### src/hw/rtl/dit_pkg.sv
package dit_pkg;

  localparam int BYTE_W    = 8;
  localparam int VALUE_W   = 16;
  localparam int COUNT_W   = 8;
  localparam int CFG_IDX_W = 3;
  localparam int QDEPTH    = 4;
  localparam int QPTR_W    = $clog2(QDEPTH);
  localparam int QCNT_W    = $clog2(QDEPTH + 1);

  typedef enum logic [3:0] {
    ACT_DCS_SHORT = 4'd0,
    ACT_DCS_LONG  = 4'd1,
    ACT_GEN_SHORT = 4'd2,
    ACT_GEN_LONG  = 4'd3,
    ACT_DATA      = 4'd4,
    ACT_DELAY     = 4'd5,
    ACT_DCS_READ  = 4'd6,
    ACT_GEN_READ  = 4'd7,
    ACT_ERROR     = 4'd8,
    ACT_DONE      = 4'd9
  } action_t;

  localparam logic [CFG_IDX_W-1:0] CFG_SEL_DCS = 3'd0;
  localparam logic [CFG_IDX_W-1:0] CFG_SEL_GEN = 3'd1;
  localparam logic [CFG_IDX_W-1:0] CFG_WAIT    = 3'd2;
  localparam logic [CFG_IDX_W-1:0] CFG_WRITE   = 3'd3;
  localparam logic [CFG_IDX_W-1:0] CFG_READ    = 3'd4;

  localparam logic [BYTE_W-1:0] RST_SEL_DCS = 8'd0;
  localparam logic [BYTE_W-1:0] RST_SEL_GEN = 8'd1;
  localparam logic [BYTE_W-1:0] RST_WAIT    = 8'd2;
  localparam logic [BYTE_W-1:0] RST_WRITE   = 8'd3;
  localparam logic [BYTE_W-1:0] RST_READ    = 8'd4;

  typedef struct packed {
    action_t              action;
    logic [VALUE_W-1:0]   value;
    logic [COUNT_W-1:0]   byte_count;
    logic                 truncated;
    logic                 last_of_run;
  } result_t;

endpackage

### src/hw/rtl/dit_ifs.sv
interface dit_script_if;
  logic                        valid;
  logic                        ready;
  logic [dit_pkg::BYTE_W-1:0]  script_byte;
  logic                        script_start;

  modport source (output valid, script_byte, script_start, input ready);
  modport sink   (input valid, script_byte, script_start, output ready);
endinterface

interface dit_result_if;
  logic                         valid;
  logic                         ready;
  dit_pkg::action_t             action;
  logic [dit_pkg::VALUE_W-1:0]  value;
  logic [dit_pkg::COUNT_W-1:0]  byte_count;
  logic                         truncated;
  logic                         last_of_run;

  modport source (output valid, action, value, byte_count, truncated, last_of_run,
                  input ready);
  modport sink   (input valid, action, value, byte_count, truncated, last_of_run,
                  output ready);
endinterface

### src/hw/rtl/display_init_script_interpreter.sv
// channel   dir   beat contents
// in_ch     in    script_byte, script_start
// out_ch    out   action, value, byte_count, truncated, last_of_run
// cfg_*     in    cfg_we, cfg_index, cfg_data (opcode byte registers)
//
// one script byte is taken per cycle while in_ch.ready is high; the parse state updates at that edge
// and its zero, one or two results land in a four-entry result queue
// in_ch.ready is high while the queue has room for two results
// a byte that yields two results holds the output for two beats
// synchronous active-low reset returns to idle and empties the queue
module display_init_script_interpreter (
  input  logic                           clk,
  input  logic                           rst_n,
  dit_script_if.sink                     in_ch,
  dit_result_if.source                   out_ch,
  input  logic                           cfg_we,
  input  logic [dit_pkg::CFG_IDX_W-1:0]  cfg_index,
  input  logic [dit_pkg::BYTE_W-1:0]     cfg_data
);

  typedef enum logic [3:0] {
    PH_IDLE, PH_LEN_LO, PH_OPCODE, PH_WAIT_HI, PH_WAIT_LO,
    PH_WRITE_LEN, PH_WRITE_DATA, PH_READ_REG, PH_READ_CNT
  } phase_t;

  typedef enum logic [1:0] {
    PKT_NONE, PKT_DCS, PKT_GEN
  } pkt_t;

  logic [dit_pkg::BYTE_W-1:0]  code_dcs_r, code_gen_r, code_wait_r, code_write_r, code_read_r;

  phase_t                       phase_r, phase_nxt;
  pkt_t                         pkt_r, pkt_nxt;
  logic [dit_pkg::VALUE_W-1:0]  bytes_left_r, bytes_left_nxt;
  logic [dit_pkg::BYTE_W-1:0]   header_high_r, header_high_nxt;
  logic [dit_pkg::COUNT_W-1:0]  args_left_r, args_left_nxt;
  logic [dit_pkg::VALUE_W-1:0]  arg_accum_r, arg_accum_nxt;
  logic                         aborted_r, aborted_nxt;

  dit_pkg::result_t             queue_r [dit_pkg::QDEPTH];
  logic [dit_pkg::QPTR_W-1:0]   wr_ptr_r, rd_ptr_r;
  logic [dit_pkg::QCNT_W-1:0]   cnt_r;

  logic                         in_acc, out_pop;
  logic [dit_pkg::BYTE_W-1:0]   b;
  logic                         body_v, done_v, done_trunc;
  dit_pkg::result_t             body_res, done_res, ent0, ent1;
  logic [1:0]                   n_push;

  assign in_acc  = in_ch.valid && in_ch.ready;
  assign out_pop = out_ch.valid && out_ch.ready;
  assign b       = in_ch.script_byte;

  always_comb begin
    phase_nxt       = phase_r;
    pkt_nxt         = pkt_r;
    bytes_left_nxt  = bytes_left_r;
    header_high_nxt = header_high_r;
    args_left_nxt   = args_left_r;
    arg_accum_nxt   = arg_accum_r;
    aborted_nxt     = aborted_r;
    body_v          = 1'b0;
    body_res        = '0;
    done_v          = 1'b0;
    done_trunc      = 1'b0;
    if (in_acc) begin
      if (in_ch.script_start) begin
        header_high_nxt = b;
        phase_nxt       = PH_LEN_LO;
        pkt_nxt         = PKT_NONE;
        bytes_left_nxt  = '0;
        args_left_nxt   = '0;
        arg_accum_nxt   = '0;
        aborted_nxt     = 1'b0;
      end else begin
        case (phase_r)
          PH_IDLE: begin
          end
          PH_LEN_LO: begin
            bytes_left_nxt = {header_high_r, b};
            phase_nxt      = PH_OPCODE;
            if ({header_high_r, b} == '0) begin
              done_v    = 1'b1;
              phase_nxt = PH_IDLE;
            end
          end
          default: begin
            if (!aborted_r) begin
              case (phase_r)
                PH_OPCODE: begin
                  if (b == code_dcs_r) begin
                    pkt_nxt = PKT_DCS;
                  end else if (b == code_gen_r) begin
                    pkt_nxt = PKT_GEN;
                  end else if (b == code_wait_r) begin
                    phase_nxt = PH_WAIT_HI;
                  end else if (b == code_write_r) begin
                    if (pkt_r == PKT_NONE) begin
                      body_v          = 1'b1;
                      body_res.action = dit_pkg::ACT_ERROR;
                      aborted_nxt     = 1'b1;
                    end else begin
                      phase_nxt = PH_WRITE_LEN;
                    end
                  end else if (b == code_read_r) begin
                    phase_nxt = PH_READ_REG;
                  end
                end
                PH_WAIT_HI: begin
                  arg_accum_nxt = {b, 8'd0};
                  phase_nxt     = PH_WAIT_LO;
                end
                PH_WAIT_LO: begin
                  arg_accum_nxt   = {arg_accum_r[15:8], b};
                  body_v          = 1'b1;
                  body_res.action = dit_pkg::ACT_DELAY;
                  body_res.value  = {arg_accum_r[15:8], b};
                  phase_nxt       = PH_OPCODE;
                end
                PH_WRITE_LEN: begin
                  body_v = 1'b1;
                  if (pkt_r == PKT_DCS) begin
                    body_res.action = (b == 8'd1) ? dit_pkg::ACT_DCS_SHORT
                                                  : dit_pkg::ACT_DCS_LONG;
                  end else begin
                    body_res.action = (b == 8'd1) ? dit_pkg::ACT_GEN_SHORT
                                                  : dit_pkg::ACT_GEN_LONG;
                  end
                  body_res.byte_count = b;
                  args_left_nxt       = b;
                  phase_nxt           = (b != '0) ? PH_WRITE_DATA : PH_OPCODE;
                end
                PH_WRITE_DATA: begin
                  body_v          = 1'b1;
                  body_res.action = dit_pkg::ACT_DATA;
                  body_res.value  = {8'd0, b};
                  args_left_nxt   = args_left_r - 8'd1;
                  if (args_left_r == 8'd1) begin
                    phase_nxt = PH_OPCODE;
                  end
                end
                PH_READ_REG: begin
                  arg_accum_nxt = {8'd0, b};
                  phase_nxt     = PH_READ_CNT;
                end
                PH_READ_CNT: begin
                  body_res.value      = {8'd0, arg_accum_r[7:0]};
                  body_res.byte_count = b;
                  if (pkt_r == PKT_DCS) begin
                    body_v          = 1'b1;
                    body_res.action = dit_pkg::ACT_DCS_READ;
                  end else if (pkt_r == PKT_GEN) begin
                    body_v          = 1'b1;
                    body_res.action = dit_pkg::ACT_GEN_READ;
                  end
                  phase_nxt = PH_OPCODE;
                end
                default: begin
                end
              endcase
            end
            bytes_left_nxt = bytes_left_r - 16'd1;
            if (bytes_left_r == 16'd1) begin
              done_v     = 1'b1;
              done_trunc = !aborted_nxt && (phase_nxt != PH_OPCODE);
              phase_nxt  = PH_IDLE;
            end
          end
        endcase
      end
    end
  end

  always_comb begin
    done_res           = '0;
    done_res.action    = dit_pkg::ACT_DONE;
    done_res.truncated = done_trunc;
    done_res.last_of_run = 1'b1;
    ent0             = body_v ? body_res : done_res;
    ent0.last_of_run = !(body_v && done_v);
    ent1             = done_res;
    n_push           = {1'b0, body_v} + {1'b0, done_v};
  end

  assign in_ch.ready        = (cnt_r <= dit_pkg::QCNT_W'(dit_pkg::QDEPTH - 2));
  assign out_ch.valid       = (cnt_r != '0);
  assign out_ch.action      = queue_r[rd_ptr_r].action;
  assign out_ch.value       = queue_r[rd_ptr_r].value;
  assign out_ch.byte_count  = queue_r[rd_ptr_r].byte_count;
  assign out_ch.truncated   = queue_r[rd_ptr_r].truncated;
  assign out_ch.last_of_run = queue_r[rd_ptr_r].last_of_run;

  always_ff @(posedge clk) begin
    if (!rst_n) begin
      code_dcs_r    <= dit_pkg::RST_SEL_DCS;
      code_gen_r    <= dit_pkg::RST_SEL_GEN;
      code_wait_r   <= dit_pkg::RST_WAIT;
      code_write_r  <= dit_pkg::RST_WRITE;
      code_read_r   <= dit_pkg::RST_READ;
      phase_r       <= PH_IDLE;
      pkt_r         <= PKT_NONE;
      bytes_left_r  <= '0;
      header_high_r <= '0;
      args_left_r   <= '0;
      arg_accum_r   <= '0;
      aborted_r     <= 1'b0;
      wr_ptr_r      <= '0;
      rd_ptr_r      <= '0;
      cnt_r         <= '0;
    end else begin
      if (cfg_we) begin
        case (cfg_index)
          dit_pkg::CFG_SEL_DCS: code_dcs_r   <= cfg_data;
          dit_pkg::CFG_SEL_GEN: code_gen_r   <= cfg_data;
          dit_pkg::CFG_WAIT:    code_wait_r  <= cfg_data;
          dit_pkg::CFG_WRITE:   code_write_r <= cfg_data;
          dit_pkg::CFG_READ:    code_read_r  <= cfg_data;
          default: begin
          end
        endcase
      end
      phase_r       <= phase_nxt;
      pkt_r         <= pkt_nxt;
      bytes_left_r  <= bytes_left_nxt;
      header_high_r <= header_high_nxt;
      args_left_r   <= args_left_nxt;
      arg_accum_r   <= arg_accum_nxt;
      aborted_r     <= aborted_nxt;
      wr_ptr_r      <= wr_ptr_r + dit_pkg::QPTR_W'(n_push);
      if (out_pop) begin
        rd_ptr_r <= rd_ptr_r + 1'b1;
      end
      cnt_r <= cnt_r + dit_pkg::QCNT_W'(n_push) - dit_pkg::QCNT_W'(out_pop);
    end
  end

  always_ff @(posedge clk) begin
    if (n_push != 2'd0) begin
      queue_r[wr_ptr_r] <= ent0;
    end
    if (n_push == 2'd2) begin
      queue_r[wr_ptr_r + 1'b1] <= ent1;
    end
  end

endmodule

### src/flat_wrapper.sv
// flat-port wrapper written by rule: the top's interface ports become plain ports
module display_init_script_interpreter_flat 
  (clk, rst_n, cfg_we, cfg_index, cfg_data, in_ch_valid, in_ch_script_byte, in_ch_script_start, in_ch_ready, out_ch_valid, out_ch_action, out_ch_value, out_ch_byte_count, out_ch_truncated, out_ch_last_of_run, out_ch_ready);
  dit_script_if in_ch_i ();
  dit_result_if out_ch_i ();
  input  logic clk;
  input  logic rst_n;
  input  logic cfg_we;
  input  logic [dit_pkg::CFG_IDX_W-1:0] cfg_index;
  input  logic [dit_pkg::BYTE_W-1:0] cfg_data;
  input wire logic [$bits(in_ch_i.valid)-1:0] in_ch_valid;
  input wire logic [$bits(in_ch_i.script_byte)-1:0] in_ch_script_byte;
  input wire logic [$bits(in_ch_i.script_start)-1:0] in_ch_script_start;
  output wire logic [$bits(in_ch_i.ready)-1:0] in_ch_ready;
  output wire logic [$bits(out_ch_i.valid)-1:0] out_ch_valid;
  output wire logic [$bits(out_ch_i.action)-1:0] out_ch_action;
  output wire logic [$bits(out_ch_i.value)-1:0] out_ch_value;
  output wire logic [$bits(out_ch_i.byte_count)-1:0] out_ch_byte_count;
  output wire logic [$bits(out_ch_i.truncated)-1:0] out_ch_truncated;
  output wire logic [$bits(out_ch_i.last_of_run)-1:0] out_ch_last_of_run;
  input wire logic [$bits(out_ch_i.ready)-1:0] out_ch_ready;
  assign in_ch_i.valid = in_ch_valid;
  assign in_ch_i.script_byte = in_ch_script_byte;
  assign in_ch_i.script_start = in_ch_script_start;
  assign in_ch_ready = in_ch_i.ready;
  assign out_ch_valid = out_ch_i.valid;
  assign out_ch_action = out_ch_i.action;
  assign out_ch_value = out_ch_i.value;
  assign out_ch_byte_count = out_ch_i.byte_count;
  assign out_ch_truncated = out_ch_i.truncated;
  assign out_ch_last_of_run = out_ch_i.last_of_run;
  assign out_ch_i.ready = out_ch_ready;
  display_init_script_interpreter u_core (.clk(clk), .rst_n(rst_n), .in_ch(in_ch_i), .out_ch(out_ch_i), .cfg_we(cfg_we), .cfg_index(cfg_index), .cfg_data(cfg_data));
endmodule
### config.mk
export PLATFORM = sky130hd
export DESIGN_NAME = display_init_script_interpreter_flat
export DESIGN_NICKNAME = d
export VERILOG_FILES = /design/src/hw/rtl/dit_pkg.sv /design/src/hw/rtl/dit_ifs.sv /design/src/hw/rtl/display_init_script_interpreter.sv /design/src/flat_wrapper.sv
export SDC_FILE = /design/constraint.sdc
export NUM_CORES = 1
export LEC_CHECK = 0
export BUFFER_PORTS_ARGS = -buffer_cell sky130_fd_sc_hd__buf_4
export CORE_MARGIN = 10
export CORE_UTILIZATION = 61
export CTS_CLUSTER_DIAMETER = 150
export CTS_CLUSTER_SIZE = 16
export DETAILED_ROUTE_END_ITERATION = 16
export GPL_ROUTABILITY_DRIVEN = 0
export PLACE_DENSITY = 0.91
export SYNTH_ARGS = -nofsm -noshare
export SYNTH_HDL_FRONTEND = slang
export SYNTH_SLANG_ARGS = --single-unit
### constraint.sdc
create_clock -name clk -period 4.47 [get_ports clk]
set_input_delay 0.6705 -clock clk [delete_from_list [all_inputs] [get_ports clk]]
set_output_delay 0.6705 -clock clk [all_outputs]
set_load 0.02 [all_outputs]
# Word-level counts from Yosys, hierarchy flattened
# Memory sizes are Yosys's and may differ from the RTL's. A register that Yosys moved wholly into a read port is not among the register bits.
# Cells that the tools add are included.
[word_totals] out_inout_bits=32 ramBits=120 n_memories=1 elab_cells=173 ff_bits=102 in_bits=25
[classes] eq_ne=28 muxes=85 addsub=8 order_cmp=1 n_reduce_logical=34
[memory_table] name="u_core.queue_r" words=4 width=30 rd=1 rd_ports_with_merged_regs=1 wr=2 line_no="display_init_script_interpreter.sv:40" rtl="dit_pkg::result_t queue_r [dit_pkg::QDEPTH];"
[op_table] cell="2-to-1 mux 28 bit" count=4
[op_table] cell="case mux 16 bit (3 select lines)" count=2
[op_table] cell="2-to-1 mux 4 bit" count=19
[op_table] cell="2-to-1 mux 16 bit" count=4
[op_table] cell="== test 8 bit" count=5
[op_table] cell="2-to-1 mux 1 bit" count=32
[op_table] cell="2-to-1 mux 8 bit" count=4
[op_table] cell="case mux 16 bit (2 select lines)" count=1
[op_table] cell="2-to-1 mux 30 bit" count=1
[op_table] cell="case mux 4 bit (6 select lines)" count=1
[op_table] cell="case mux 4 bit (5 select lines)" count=1
[op_table] cell="2-to-1 mux 2 bit" count=9
[op_table] cell="== test 16 x 1 -> 1 bit (second input constant)" count=1
[op_table] cell="== test 4 x 3 -> 1 bit (second input constant)" count=4
[op_table] cell="== test 8 x 1 -> 1 bit (second input constant)" count=2
[op_table] cell="zero test 16 bit" count=1
[op_table] cell="case mux 8 bit (2 select lines)" count=1
[op_table] cell="AND reduction 2 bit" count=8
[op_table] cell="subtractor 16 x 1 -> 16 bit (second input constant)" count=1
[op_table] cell="nonzero test 3 bit" count=4
[op_table] cell="AND reduction 5 bit" count=2
[op_table] cell="2-to-1 mux 3 bit" count=3
[op_table] cell="== test 4 x 2 -> 1 bit (second input constant)" count=2
[op_table] cell="case mux 4 bit (2 select lines)" count=1
[op_table] cell="30 further kinds" count=43

# Depth between registers and ports, before layout
# Gate-level depths: netlist of the first run.
[depth] word_depth=18 ltp_mapped=16 ltp_nobuf=15

# Least setup slack after synthesis of the first run
# Ideal clock, no wire load.
[synth_timing] kind="in2reg" startpoint="in in_ch_script_byte[5]" endpoint="reg u_core.cnt_r[2] (netlist name)" n_path_buf=3 setup_slack_ns=0.496 setup_time_ns=0.115 arrival_time_ns=3.859 required_time_ns=4.355 path_stages=16 cell_sequence="buf_2 xor2_1 nor4_4 nand3_1 nor4_1 a31o_2 buf_2 ha_1 clkbuf_1 inv_1 ha_1 inv_1 fa_1 xnor2_1 xnor2_1 and2_1"
[synth_via] elab_chain_cells=13 word_cells_on_any_way=21 cone_classes="add/sub: 3; eq/ne: 4; mux: 13; reduce/logical: 1"
[synth_rtl] item="start, declared" line_no="flat_wrapper.sv:12" rtl="input wire logic [$bits(in_ch_i.script_byte)-1:0] in_ch_script_byte;"
[synth_rtl] item="== test 8 bit" line_no="display_init_script_interpreter.sv:97" rtl="end else if (b == code_write_r) begin"
[synth_rtl] item="2-to-1 mux 1 bit" line_no="display_init_script_interpreter.sv:97"
[synth_rtl] item="2-to-1 mux 1 bit" line_no="display_init_script_interpreter.sv:95" rtl="end else if (b == code_wait_r) begin"
[synth_rtl] item="2-to-1 mux 1 bit" line_no="display_init_script_interpreter.sv:93" rtl="end else if (b == code_gen_r) begin"
[synth_rtl] item="2-to-1 mux 1 bit" line_no="display_init_script_interpreter.sv:91" rtl="if (b == code_dcs_r) begin"
[synth_rtl] item="case mux 1 bit (3 select lines)" line_no="display_init_script_interpreter.sv:89" rtl="case (phase_r)"
[synth_rtl] item="2-to-1 mux 1 bit" line_no="display_init_script_interpreter.sv:88" rtl="if (!aborted_r) begin"
[synth_rtl] item="2-to-1 mux 1 bit" line_no="display_init_script_interpreter.sv:76" rtl="case (phase_r)"
[synth_rtl] item="2-to-1 mux 1 bit" line_no="display_init_script_interpreter.sv:67" rtl="if (in_ch.script_start) begin"
[synth_rtl] item="2-to-1 mux 1 bit" line_no="display_init_script_interpreter.sv:66" rtl="if (in_acc) begin"
[synth_rtl] item="adder 1 x 1 -> 2 bit (*)" line_no="display_init_script_interpreter.sv:182" rtl="n_push = {1'b0, body_v} + {1'b0, done_v};"
[synth_rtl] item="adder 3 x 2 -> 3 bit (*)" line_no="display_init_script_interpreter.sv:233" rtl="cnt_r <= cnt_r + dit_pkg::QCNT_W'(n_push) - dit_pkg::QCNT_W'(out_pop);"
[synth_rtl] item="subtractor 3 x 1 -> 3 bit (*)" line_no="display_init_script_interpreter.sv:233"
[synth_rtl] item="end signal, assigned" line_no="display_init_script_interpreter.sv:233"
[synth_rtl] item="end, declared" line_no="display_init_script_interpreter.sv:42" rtl="logic [dit_pkg::QCNT_W-1:0] cnt_r;"
# Every way passes the cells marked *; elsewhere a longest branch is shown, timed or not.
# A chain may end at the register's enable or synchronous reset.

# Final worst setup path of the first run
[layout_timing] startpoint="reg u_core.phase_r[1]" endpoint="reg u_core.cnt_r[2] (netlist name)"
[layout_via] elab_chain_cells=10 word_cells_on_any_way=20 cone_classes="add/sub: 3; eq/ne: 6; mux: 8; reduce/logical: 3"
[layout_rtl] item="start, declared" line_no="display_init_script_interpreter.sv:32" rtl="phase_t phase_r, phase_nxt;"
[layout_rtl] item="start signal, assigned" line_no="display_init_script_interpreter.sv:222" rtl="phase_r <= phase_nxt;"
[layout_rtl] item="== test 4 x 3 -> 1 bit" line_no="display_init_script_interpreter.sv:89"
[layout_rtl] item="OR reduction 3 bit (no source line)"
[layout_rtl] item="case mux 1 bit (3 select lines)" line_no="display_init_script_interpreter.sv:89"
[layout_rtl] item="2-to-1 mux 1 bit" line_no="display_init_script_interpreter.sv:88"
[layout_rtl] item="2-to-1 mux 1 bit" line_no="display_init_script_interpreter.sv:76"
[layout_rtl] item="2-to-1 mux 1 bit" line_no="display_init_script_interpreter.sv:67"
[layout_rtl] item="2-to-1 mux 1 bit" line_no="display_init_script_interpreter.sv:66"
[layout_rtl] item="adder 1 x 1 -> 2 bit (*)" line_no="display_init_script_interpreter.sv:182"
[layout_rtl] item="adder 3 x 2 -> 3 bit (*)" line_no="display_init_script_interpreter.sv:233"
[layout_rtl] item="subtractor 3 x 1 -> 3 bit (*)" line_no="display_init_script_interpreter.sv:233"
# Marks and branches as above.

==> summary.md, run 1 <==
| Metric | Value |
|---|---|
| GR Util All Layers | `0.2278` |
| DRC violations left | `0` |
| Slowest stage cell, crit path | `dfxtp_1` |
| TritonCTS clock tree | `built` |
| Initial antenna violation count | `0` |
| Post-synthesis instance area | `0.01053 mm2` |
| Int Pwr | `3.080 mW` |
| Initial Util | `0.6282` |
| Critical path endpoint category | `flop` |
| Gate power share | `0.169` |
| Clock latency on the worst-skew pair | `roughly 500 ps` |
| Register area share after synthesis | `0.4297` |
| Clock power share | `0.320` |
| Number of enable flip-flop cells after synthesis | `4` |
| WP data required | `4850 ps` |
| P_sw | `1.180 mW` |
| Ys flop type | `dfxtp_1` |
| Clk buf depth | `3` |
| Wire per inst | `between 15 and 20 um` |
| Post-CTS Repair Setup Buffers | `0` |
| CP Cell Sequence | `nand2b_1 -> or2_1 -> nor4_1 -> a31o_2 -> ha_1 -> inv_1 -> ha_1 -> inv_1 -> fa_1 -> xnor2_1 -> xnor2_1 -> and2_1` |
| Max Cap Viol | `0` |
| Final ANT Viol Nets | `0` |
| Top fanout value on the critical path | `15` |
| Most common cell after layout, fill and taps aside | `dfxtp_1` |
| #FFs+latches synth | `between 200 and 250` |
| Rows | `47` |
| Clock H-tree levels | `1` |
| Ys async rst share | `0` |
| Peak supply drop | `between 300 and 400 uV` |
| Fin cells | `1340` |
| Vias in the first global route | `8627` |
| Final hold violations | `0` |
| Slew Limit Fails | `0` |
| CTS-repair resized insts | `0` |
| Hold Path End | `u_core.queue_r[0][28]$_SDFFE_PP0P_` |
| Part of the power in registers | `0.511` |
| Setup Skew | `7.439 ps` |
| Post-route setup slack | `around 690 ps` |
| Reg2reg start | `u_core.phase_r[1]$_SDFFE_PN0P_` |
| Final worst-path cycle share | `0.8447` |
| Total core area | `0.01676 mm2` |
| Via density | `roughly 6.6` |
| Max incr delay on CP | `680 ps` |
| Reg-to-Reg End | `u_core.cnt_r[2]$_SDFF_PN0_` |
| Hpwl dp | `roughly 17000 um` |
| Reg2Reg Setup Slack | `690 ps` |
| Hold WC Path Type | `reg -> reg` |
| Worst-Margin Slew | `~1200 ps` |
| Worst min-delay path startpoint | `u_core.queue_r[0][28]$_SDFFE_PP0P_` |
| Overall routed net length | `26660 um` |
| Die W | `between 150 and 200 um` |
| Largest net degree at the start of global routing | `approximately 100` |
| Multi-input gate area | `around 0.0055 mm2` |
| I/O pins | `57` |
| CTS Buf Count | `17` |
| Place WS | `319.9 ps` |
| Drt initial violations | `801` |
| CTS root buf | `clkbuf_16` |
| CP Class | `reg -> reg` |
| Worst-path clk slew | `70 ps` |
| R2R cell count | `12` |
| Hold buffer count at CTS | `0` |
| CP arrival | `4160 ps` |
| Highest-count cells in the layout ignoring fill and taps | `dfxtp_1, nand2_1, a32o_1, buf_4, nor2_1` |
| Warnings from Yosys | `0` |
| Outcome | `completed` |
| Max Fclk | `264.8 MHz` |
| Storage cell area | `0.004526 mm2` |
| Cell Pwr Density | `between 300 and 400 mW/mm2` |
| Placed insts | `1320` |
| Fin crit period | `about 3800 ps` |
| Mapped Avg Cell Area | `9.434 um2` |
| Placed Area | `0.01102 mm2` |
| Hold_ws | `448.8 ps` |
| Area Overhead vs Synth | `8.830%` |
| Antenna diodes | `0` |
| Die ar. | `0.02292 mm2` |
| First-pass GRT wire length | `between 40000 and 50000 um` |
| # nets final | `approximately 1200` |
| Post-synthesis cell count | `1116` |
| Fill cells | `1265` |
| Fin Setup TNS | `0 ps` |
| Distinct cells, synth | `65` |
| Slew margin rel. | `0.2084` |
| CP startpoint kind | `flop` |
| Port bufs | `56` |
| CTS Sinks | `around 220` |
| Total grt overflow | `0` |
| Synth Net Count | `1155` |
| TritonRoute pass-1 iters | `6` |
| # setup viols final | `0` |
| Cells on Worst Hold Path | `2` |
| Layout cells sized above 1 | `0.1321` |
| Switching Fraction | `0.2769` |
| Routed via count | `8855` |
| Pleak | `4.174 nW` |
| RSZ-0062 raised after global routing | `no` |
| Post-route cell area | `0.01146 mm2` |
| Vert. Die Dim | `roughly 150 um` |
[metrics by stage]
stage / util / total power, mW
2_1_floorplan: - / 2.740
3_3_place_gp: 0.6573 / 2.919
3_5_place_dp: 0.6573 / 2.940
4_1_cts: 0.6837 / 4.277
5_1_grt: 0.6837 / 4.449
6_report: 0.6837 / 4.259
[sequential cells by signal, indices dropped and copies added, names as in the netlist, 2 cells and up, named ones only]
register / cells
u_core.code_dcs_r: 8
u_core.bytes_left_r: 16
u_core.phase_r: 4
u_core.rd_ptr_r: 2
u_core.cnt_r: 3
u_core.code_gen_r: 8
u_core.code_write_r: 8
u_core.args_left_r: 8
u_core.wr_ptr_r: 2
u_core.code_wait_r: 8
u_core.queue_r: 120
u_core.code_read_r: 8
u_core.arg_accum_r: 16
u_core.pkt_r: 2
u_core.header_high_r: 8
[synthesized netlist by cell type, types with 29 or more instances]
cell	count	area [um2]
nor2_1	63	236.5
nand3_1	29	145.1
clkbuf_1	69	259.0
a21boi_0	48	360.4
nand2_1	140	525.5
o21ai_0	48	240.2
dfxtp_1	220	4404
a32o_1	84	840.8
nor2b_1	33	206.5
a21oi_1	37	185.2
mux4_2	30	675.7
[critical path: cells and delay by family (launching register included)]
kind / cells / cell delay [ps]
AND/OR/NAND/NOR: 4 / 1170
AO/OA/AOI/OAI: 1 / 320
XOR/XNOR: 2 / 270
flip-flops: 1 / 680
adder cells (fa/ha/maj): 3 / 1040
buffers and inverters: 2 / 180
[cells by family after synthesis]
| family | Yosys count | share of synthesized area |
|---|---|---|
| multiplexers | 38 | 0.07178 |
| flip-flops | 224 | 0.4297 |
| AO/OA/AOI/OAI | 294 | 0.2145 |
| XOR/XNOR | 54 | 0.04492 |
| buffers and inverters | 119 | 0.04837 |
| AND/OR/NAND/NOR | 373 | 0.1734 |
| adder cells (fa/ha/maj) | 14 | 0.01735 |
[power by group through the flow]
stage | Clock (mW) | Combinational (mW) | Sequential (mW)
floorplan | 0 | 0.596 | 2.14
global placement | 0 | 0.698 | 2.22
detailed placement | 0 | 0.717 | 2.22
CTS | 1.38 | 0.722 | 2.18
global route | 1.45 | 0.800 | 2.19
finish | 1.36 | 0.722 | 2.18
[how the worst max path moves through the flow]
stage / startpoint / endpoint / cells past startpoint
2_1_floorplan: in_ch_script_byte[5] / u_core.cnt_r[2]$_SDFF_PN0_ / 16
3_3_place_gp: in_ch_script_byte[5] / u_core.cnt_r[2]$_SDFF_PN0_ / 14
3_5_place_dp: in_ch_script_byte[3] / u_core.cnt_r[2]$_SDFF_PN0_ / 14
4_1_cts: u_core.bytes_left_r[10]$_SDFFE_PN0P_ / u_core.cnt_r[2]$_SDFF_PN0_ / 15
5_1_grt: u_core.phase_r[2]$_SDFFE_PN0P_ / u_core.cnt_r[2]$_SDFF_PN0_ / 14
6_report: u_core.phase_r[1]$_SDFFE_PN0P_ / u_core.cnt_r[2]$_SDFF_PN0_ / 12
[routing by layer]
layer | vias up | part of all wire | global-route usage
met2 | 400 | 0.48 | 0.3892
met3 | 75 | 0.081 | 0.03699
met4 | 0 | 0.032 | 0.08710
li1 | 4070 | - | -
met5 | - | 0 | 0
met1 | 4310 | 0.40 | 0.2817
[layout make-up]
cell class              instances  area share
inverters                      26    0.008517
multi-input cells             773      0.4824
clock buffers                  19     0.03778
flip-flops and latches        224      0.3950
repair buffers                 77     0.05154
clock inverters                 1   0.0007644
well taps                     220     0.02402
Note: power is estimated with default switching activity, not from simulation.
==> run 2, diff against run 1 <==
ABC_AREA = 1   (was default)
CORE_UTILIZATION = 55   (was 61)
PLACE_DENSITY = 0.87   (was 0.91)
clock period = 3.35 ns   (was 4.47 ns; I/O delays follow)
==> summary.md, run 2 <==
| Metric | Value |
|---|---|
| Final hold violations | `0` |
| Post-synthesis instance area | `around 0.011 mm2` |
| Reg2Reg Setup Slack | `350 ps` |
| Largest cells by area after synthesis | `dfxtp_1, nand2_1, o21ai_0, nor2_1, a21oi_1` |
| Final ANT Viol Nets | `0` |
| Initial antenna violation count | `0` |
| Synth cell count leaders | `nand2_1, dfxtp_1, nor2_1, o21ai_0, inv_1` |
| # setup viols final | `0` |
| Total design power | `6.408 mW` |
| Drt initial violations | `1165` |
| WP buf/inv | `4` |
| Cell mode on critical path | `inv_1` |
| Worst-Margin Slew | `~850 ps` |
| Clk buf depth | `3` |
| Port bufs | `56` |
| Outcome | `completed` |
| Reg-to-Reg End | `u_core.cnt_r[2]$_SDFF_PN0_` |
| CTS Sinks | `about 220` |
| Cell Pwr Density | `544.0 mW/mm2` |
| Most frequent cell after synthesis | `nand2_1` |
| Post-synthesis cell count | `1559` |
| Warnings from Yosys | `0` |
| Antenna diodes | `0` |
| TritonCTS clock tree | `built` |
| Synth area leader | `dfxtp_1` |
| CP Cell Sequence | `inv_1 -> ha_1 -> nand3_1 -> nor3_1 -> nand4_1 -> nor2_1 -> inv_1 -> a21oi_1 -> ha_1 -> inv_1 -> ha_1 -> inv_1 -> fa_1 -> xor2_1 -> o21ai_0 -> a21oi_1` |
| Peak supply drop | `362.9 uV` |
| Die ar. | `0.02546 mm2` |
| Rows | `50` |
| Hold_ws | `about 270 ps` |
| Slew Limit Fails | `0` |
| CP Launch Point | `u_core.bytes_left_r[1]$_SDFFE_PN0P_` |
| TritonRoute pass-1 iters | `6` |
| Ys async rst share | `0` |
| Fin cells | `about 1800` |
| CP Depth | `16` |
| Top fanout value on the critical path | `4` |
| Yosys top cell area share | `0.4112` |
| GR Util All Layers | `0.2177` |
| # nets final | `1623` |
| RSZ-0062 raised after global routing | `no` |
| Slew margin rel. | `0.4305` |
| Die W | `159.6 um` |
| Vert. Die Dim | `about 160 um` |
| Vias in the first global route | `9684` |
| Number of enable flip-flop cells after synthesis | `4` |
| Synth Net Count | `1598` |
| Setup Skew | `15.10 ps` |
| Hold WC Path Type | `in -> reg` |
| Clock H-tree levels | `1` |
| Slowest stage cell, crit path | `fa_1` |
| Total grt overflow | `0` |
| Storage cell area | `0.004526 mm2` |
| Overall routed net length | `around 29000 um` |
| Pleak | `4.907 nW` |
| #FFs+latches synth | `224` |
| Clock latency on the worst-skew pair | `500 ps` |
| Largest reg by FF count | `u_core.queue_r` |
| Placed insts | `1825` |
| Max FFs per register | `120` |
| Fin Setup TNS | `0 ps` |
| Layout cells sized above 1 | `0.1003` |
| Max incr delay on CP | `430 ps` |
| DRC violations left | `0` |
| Most common cell after layout, fill and taps aside | `nand2_1` |
| Via density | `5.597` |
| CP Class | `reg -> reg` |
| Reg2reg start | `u_core.bytes_left_r[1]$_SDFFE_PN0P_` |
| Placed Area | `0.01134 mm2` |
| Area Overhead vs Synth | `9.975%` |
| Fin crit period | `3004 ps` |
| Hpwl dp | `~20000 um` |
| Max Fclk | `332.9 MHz` |
| WP data required | `3730 ps` |
| Max Cap Viol | `0` |
| Multi-input gate area | `0.005289 mm2` |
| CP arrival | `~3400 ps` |
| CTS root buf | `clkbuf_16` |
| I/O pins | `57` |
| Critical path endpoint category | `flop` |
| Register area share after synthesis | `0.4224` |
| CP startpoint kind | `flop` |
| First-pass GRT wire length | `47820 um` |
| Mapped Avg Cell Area | `6.871 um2` |
| Cells on Worst Hold Path | `3` |
| Routed via count | `10330` |
| Worst-path clk slew | `70 ps` |
| Initial Util | `0.5651` |
| CTS Buf Count | `17` |
| Delay-heaviest family, CP | `adder cells` |
| Highest-count cells in the layout ignoring fill and taps | `nand2_1, dfxtp_1, nor2_1, o21ai_0, inv_1` |
| Distinct cells, synth | `48` |
| Ys flop type | `dfxtp_1` |
| R2R cell count | `16` |
| Wire per inst | `~16 um` |
| Crit path to | `u_core.cnt_r[2]$_SDFF_PN0_` |
| Largest regs | `u_core.queue_r x120, u_core.arg_accum_r x16, u_core.bytes_left_r x16` |
| Largest net degree at the start of global routing | `64` |
| Fill cells | `1686` |
| Post-route cell area | `between 0.01 and 0.015 mm2` |
| Final worst-path cycle share | `0.8968` |
| Total core area | `0.01896 mm2` |
-- run 2: cell types whose count changed in the layout (fill, tap and decap cells not counted), sizes merged, moves of 49 or more --
cell	delta
nand2	+282
a21boi	-49
a21oi	+76
a32o	-84
o21ai	+165
nor2	+123
inv	+110
-- run 2: area by class of cell --
| type | instances | share of cell area |
|---|---|---|
| Multi-Input combinational cell | 1111 | 0.4490 |
| Timing Repair Buffer | 88 | 0.05608 |
| Clock buffer | 19 | 0.03675 |
| Inverter | 142 | 0.04567 |
| Sequential cell | 224 | 0.3842 |
| Clock inverter | 1 | 0.0007435 |
| Tap cell | 260 | 0.02762 |
-- run 2: through the flow --
step                      worst slack, ps  utilization
after floorplan                     254.4            -
after global placement              101.2       0.5980
after detailed placement            110.5       0.5980
after CTS                           281.1       0.6213
after global routing                27.71       0.6215
final                               345.8       0.6215
-- run 2: worst min-delay path by stage --
stage | startpoint | to
final | cfg_data[6] | u_core.code_dcs_r[6]$_SDFFE_PN0P_
after CTS | cfg_data[6] | u_core.code_write_r[6]$_SDFFE_PN0P_
after global placement | u_core.queue_r[1][16]$_SDFFE_PP0P_ | u_core.queue_r[1][16]$_SDFFE_PP0P_
after detailed placement | u_core.queue_r[1][16]$_SDFFE_PP0P_ | u_core.queue_r[1][16]$_SDFFE_PP0P_
after floorplan | u_core.queue_r[1][13]$_SDFFE_PP0P_ | u_core.queue_r[1][13]$_SDFFE_PP0P_
after global routing | cfg_data[2] | u_core.code_gen_r[2]$_SDFFE_PN0P_
-- run 2: timing repair --
action                     in CTS  in global routing
gates resized for setup         0                  1
hold buffers                    0                  0
setup endpoints to repair       0                  1
buffers inserted                0                  0
-- run 2: tightest hold or removal path: stages --
cell and delay, ps:
buf_4 100, nor2_1 40, nor2_1 80
-- run 2: cell families (layout without fill, tap and decap cells) --
group | Yosys count | count (layout) | synth area share
flip-flops | 224 | 224 | 0.4224
adder cells (fa/ha/maj) | 14 | 14 | 0.01705
buffers and inverters | 224 | 250 | 0.08410
XOR/XNOR | 17 | 17 | 0.01390
AO/OA/AOI/OAI | 389 | 389 | 0.2013
AND/OR/NAND/NOR | 691 | 691 | 0.2613
-- run 2: per-layer routing --
layer / up-vias / GRT usage / wire [um]
met3: 68 / 0.03150 / 2372
met5: - / 0 / 0
met1: 4700 / 0.2762 / 12170
met2: 456 / 0.3650 / 13400
li1: 5102 / - / -
met4: 0 / 0.08298 / 966
-- run 2: power breakdown --
group	switching, mW	total [mW]	internal, mW
Sequential	0.0841	2.85	2.77
Clock	0.913	1.83	0.916
Combinational	1.11	1.73	0.614
==> run 3, diff against run 2 <==
RECOVER_POWER = 25   (was default)
==> summary.md, run 3 (same netlist as run 2, synthesis figures left out) <==
| Metric | Value |
|---|---|
| Outcome | `completed` |
| Die ar. | `0.02546 mm2` |
| Final hold violations | `0` |
| Largest reg by FF count | `u_core.queue_r` |
| TritonRoute pass-1 iters | `6` |
| CP Class | `reg -> reg` |
| Total grt overflow | `0` |
| Worst-path clk slew | `80 ps` |
| Cell Pwr Density | `543.4 mW/mm2` |
| Highest-count cells in the layout ignoring fill and taps | `nand2_1, dfxtp_1, nor2_1, o21ai_0, inv_1` |
| Drt initial violations | `1119` |
| I/O pins | `57` |
| CP Cell Sequence | `inv_2 -> nor2_2 -> inv_2 -> nor2_1 -> inv_2 -> nor2_1 -> o22ai_1 -> buf_4 -> or4_1 -> a21oi_1` |
| Peak supply drop | `~360 uV` |
| Hpwl dp | `19970 um` |
| CTS root buf | `clkbuf_16` |
| Worst-Margin Slew | `roughly 860 ps` |
| Slew margin rel. | `0.4235` |
| Initial antenna violation count | `0` |
| CTS Buf Count | `17` |
| Clock latency on the worst-skew pair | `500 ps` |
| Area Overhead vs Synth | `9.742%` |
| WP data required | `3780 ps` |
| Total core area | `roughly 0.019 mm2` |
| Largest regs | `u_core.queue_r x120, u_core.arg_accum_r x16, u_core.bytes_left_r x16` |
| RSZ-0062 raised after global routing | `no` |
| Fin Setup TNS | `0 ps` |
| Final ANT Viol Nets | `0` |
| Max incr delay on CP | `550 ps` |
| TritonCTS clock tree | `built` |
| Layout cells sized above 1 | `0.09590` |
| Final worst-path cycle share | `0.9201` |
| Setup Skew | `16.89 ps` |
| Initial Util | `0.5651` |
| Placed insts | `1825` |
| DRC violations left | `0` |
| Routed via count | `~10000` |
| Overall routed net length | `28920 um` |
| Critical path endpoint category | `flop` |
| Vias in the first global route | `9684` |
| Hold_ws | `265.7 ps` |
| Largest net degree at the start of global routing | `between 60 and 70` |
| CP Depth | `10` |
| Max Fclk | `between 300 and 400 MHz` |
| Slew Limit Fails | `0` |
| Vert. Die Dim | `159.6 um` |
| R2R cell count | `10` |
| Post-CTS Repair Setup Buffers | `0` |
| Slowest stage cell, crit path | `nor2_1` |
| Cell mode on critical path | `inv_2` |
| Clock H-tree levels | `1` |
| Max FFs per register | `between 100 and 150` |
| CP arrival | `3520 ps` |
| Rows | `50` |
| GR Util All Layers | `0.2177` |
| Hold buffer count at CTS | `0` |
| Cells on Worst Hold Path | `3` |
| Clk buf depth | `3` |
| Pleak | `4.893 nW` |
| Delay-heaviest family, CP | `simple AND/OR/NAND/NOR gates` |
| # setup viols final | `0` |
| WP buf/inv | `4` |
| Fin crit period | `3082 ps` |
| First-pass GRT wire length | `47820 um` |
| Fin cells | `between 1500 and 2000` |
| Antenna diodes | `0` |
| Most common cell after layout, fill and taps aside | `nand2_1` |
| Via density | `between 5 and 6` |
| Top fanout value on the critical path | `11` |
| Max Cap Viol | `0` |
| Die W | `159.6 um` |
| CP startpoint kind | `flop` |
| Port bufs | `56` |
| Hold WC Path Type | `in -> reg` |
| Wire per inst | `15.67 um` |
| # nets final | `about 1600` |
| CTS Sinks | `224` |
[run 3: changes by cell type in the layout (fill, tap and decap cells not counted), sizes merged]
cell    delta
buf        -5
clkbuf     +5
[run 3: timing repair]
| item | in CTS | in global routing |
|---|---|---|
| setup endpoints to repair | 0 | 1 |
| hold endpoints to repair | 0 | 0 |
| resized for setup | 0 | 1 |
[run 3: layer usage]
metal	track usage	vias up	part of all wire
met4	0.08298	0	0.032
li1	-	5106	-
met3	0.03150	63	0.077
met2	0.3650	450	0.47
met1	0.2762	4703	0.42
met5	0	-	0
[run 3: final timing paths]
| path | from | to | slack [ps] |
|---|---|---|---|
| hold / removal | cfg_data[6] | u_core.code_dcs_r[6]$_SDFFE_PN0P_ | 270 |
| setup reg to reg | u_core.phase_r[2]$_SDFFE_PN0P_ | u_core.arg_accum_r[3]$_SDFFE_PN0P_ | 270 |
| hold reg to reg | u_core.queue_r[1][16]$_SDFFE_PP0P_ | u_core.queue_r[1][16]$_SDFFE_PP0P_ | 450 |
| setup / recovery | u_core.phase_r[2]$_SDFFE_PN0P_ | u_core.arg_accum_r[3]$_SDFFE_PN0P_ | 270 |
[run 3: area by class of cell]
type,count,area [um2]
inverters,142,538.0
multi-input cells,1111,5279
clock buffers,19,432.9
well taps,260,325.3
repair buffers,88,645.6
clock inverters,1,8.758
fillers,1694,7201
flip-flops and latches,224,4526
[run 3: stage by stage]
step / area [um2] / setup WS, ps / utilization / total power [mW]
CTS: 11780 / 281.1 / 0.6213 / 6.439
global route: 11760 / 25.58 / 0.6201 / 6.724
finish: 11760 / 267.6 / 0.6201 / 6.388
global placement: 11340 / 101.2 / 0.5980 / 4.584
floorplan: 10710 / 254.4 / - / 4.061
detailed placement: 11340 / 110.5 / 0.5980 / 4.625
[run 3: worst register-to-register path, delay by kind of cell, from the launching register on]
family,cells,cell delay [ps]
compound gates,2,520
buf+inv,4,510
flops,1,410
simple gates,4,1600
[run 3: power breakdown]
group,switching [mW],total [mW],leakage (nW),internal [mW]
clock,0.914,1.83,0.216,0.916
combinational,1.11,1.71,2.86,0.599
sequential,0.0824,2.85,1.82,2.77
total,2.11,6.39,4.89,4.28
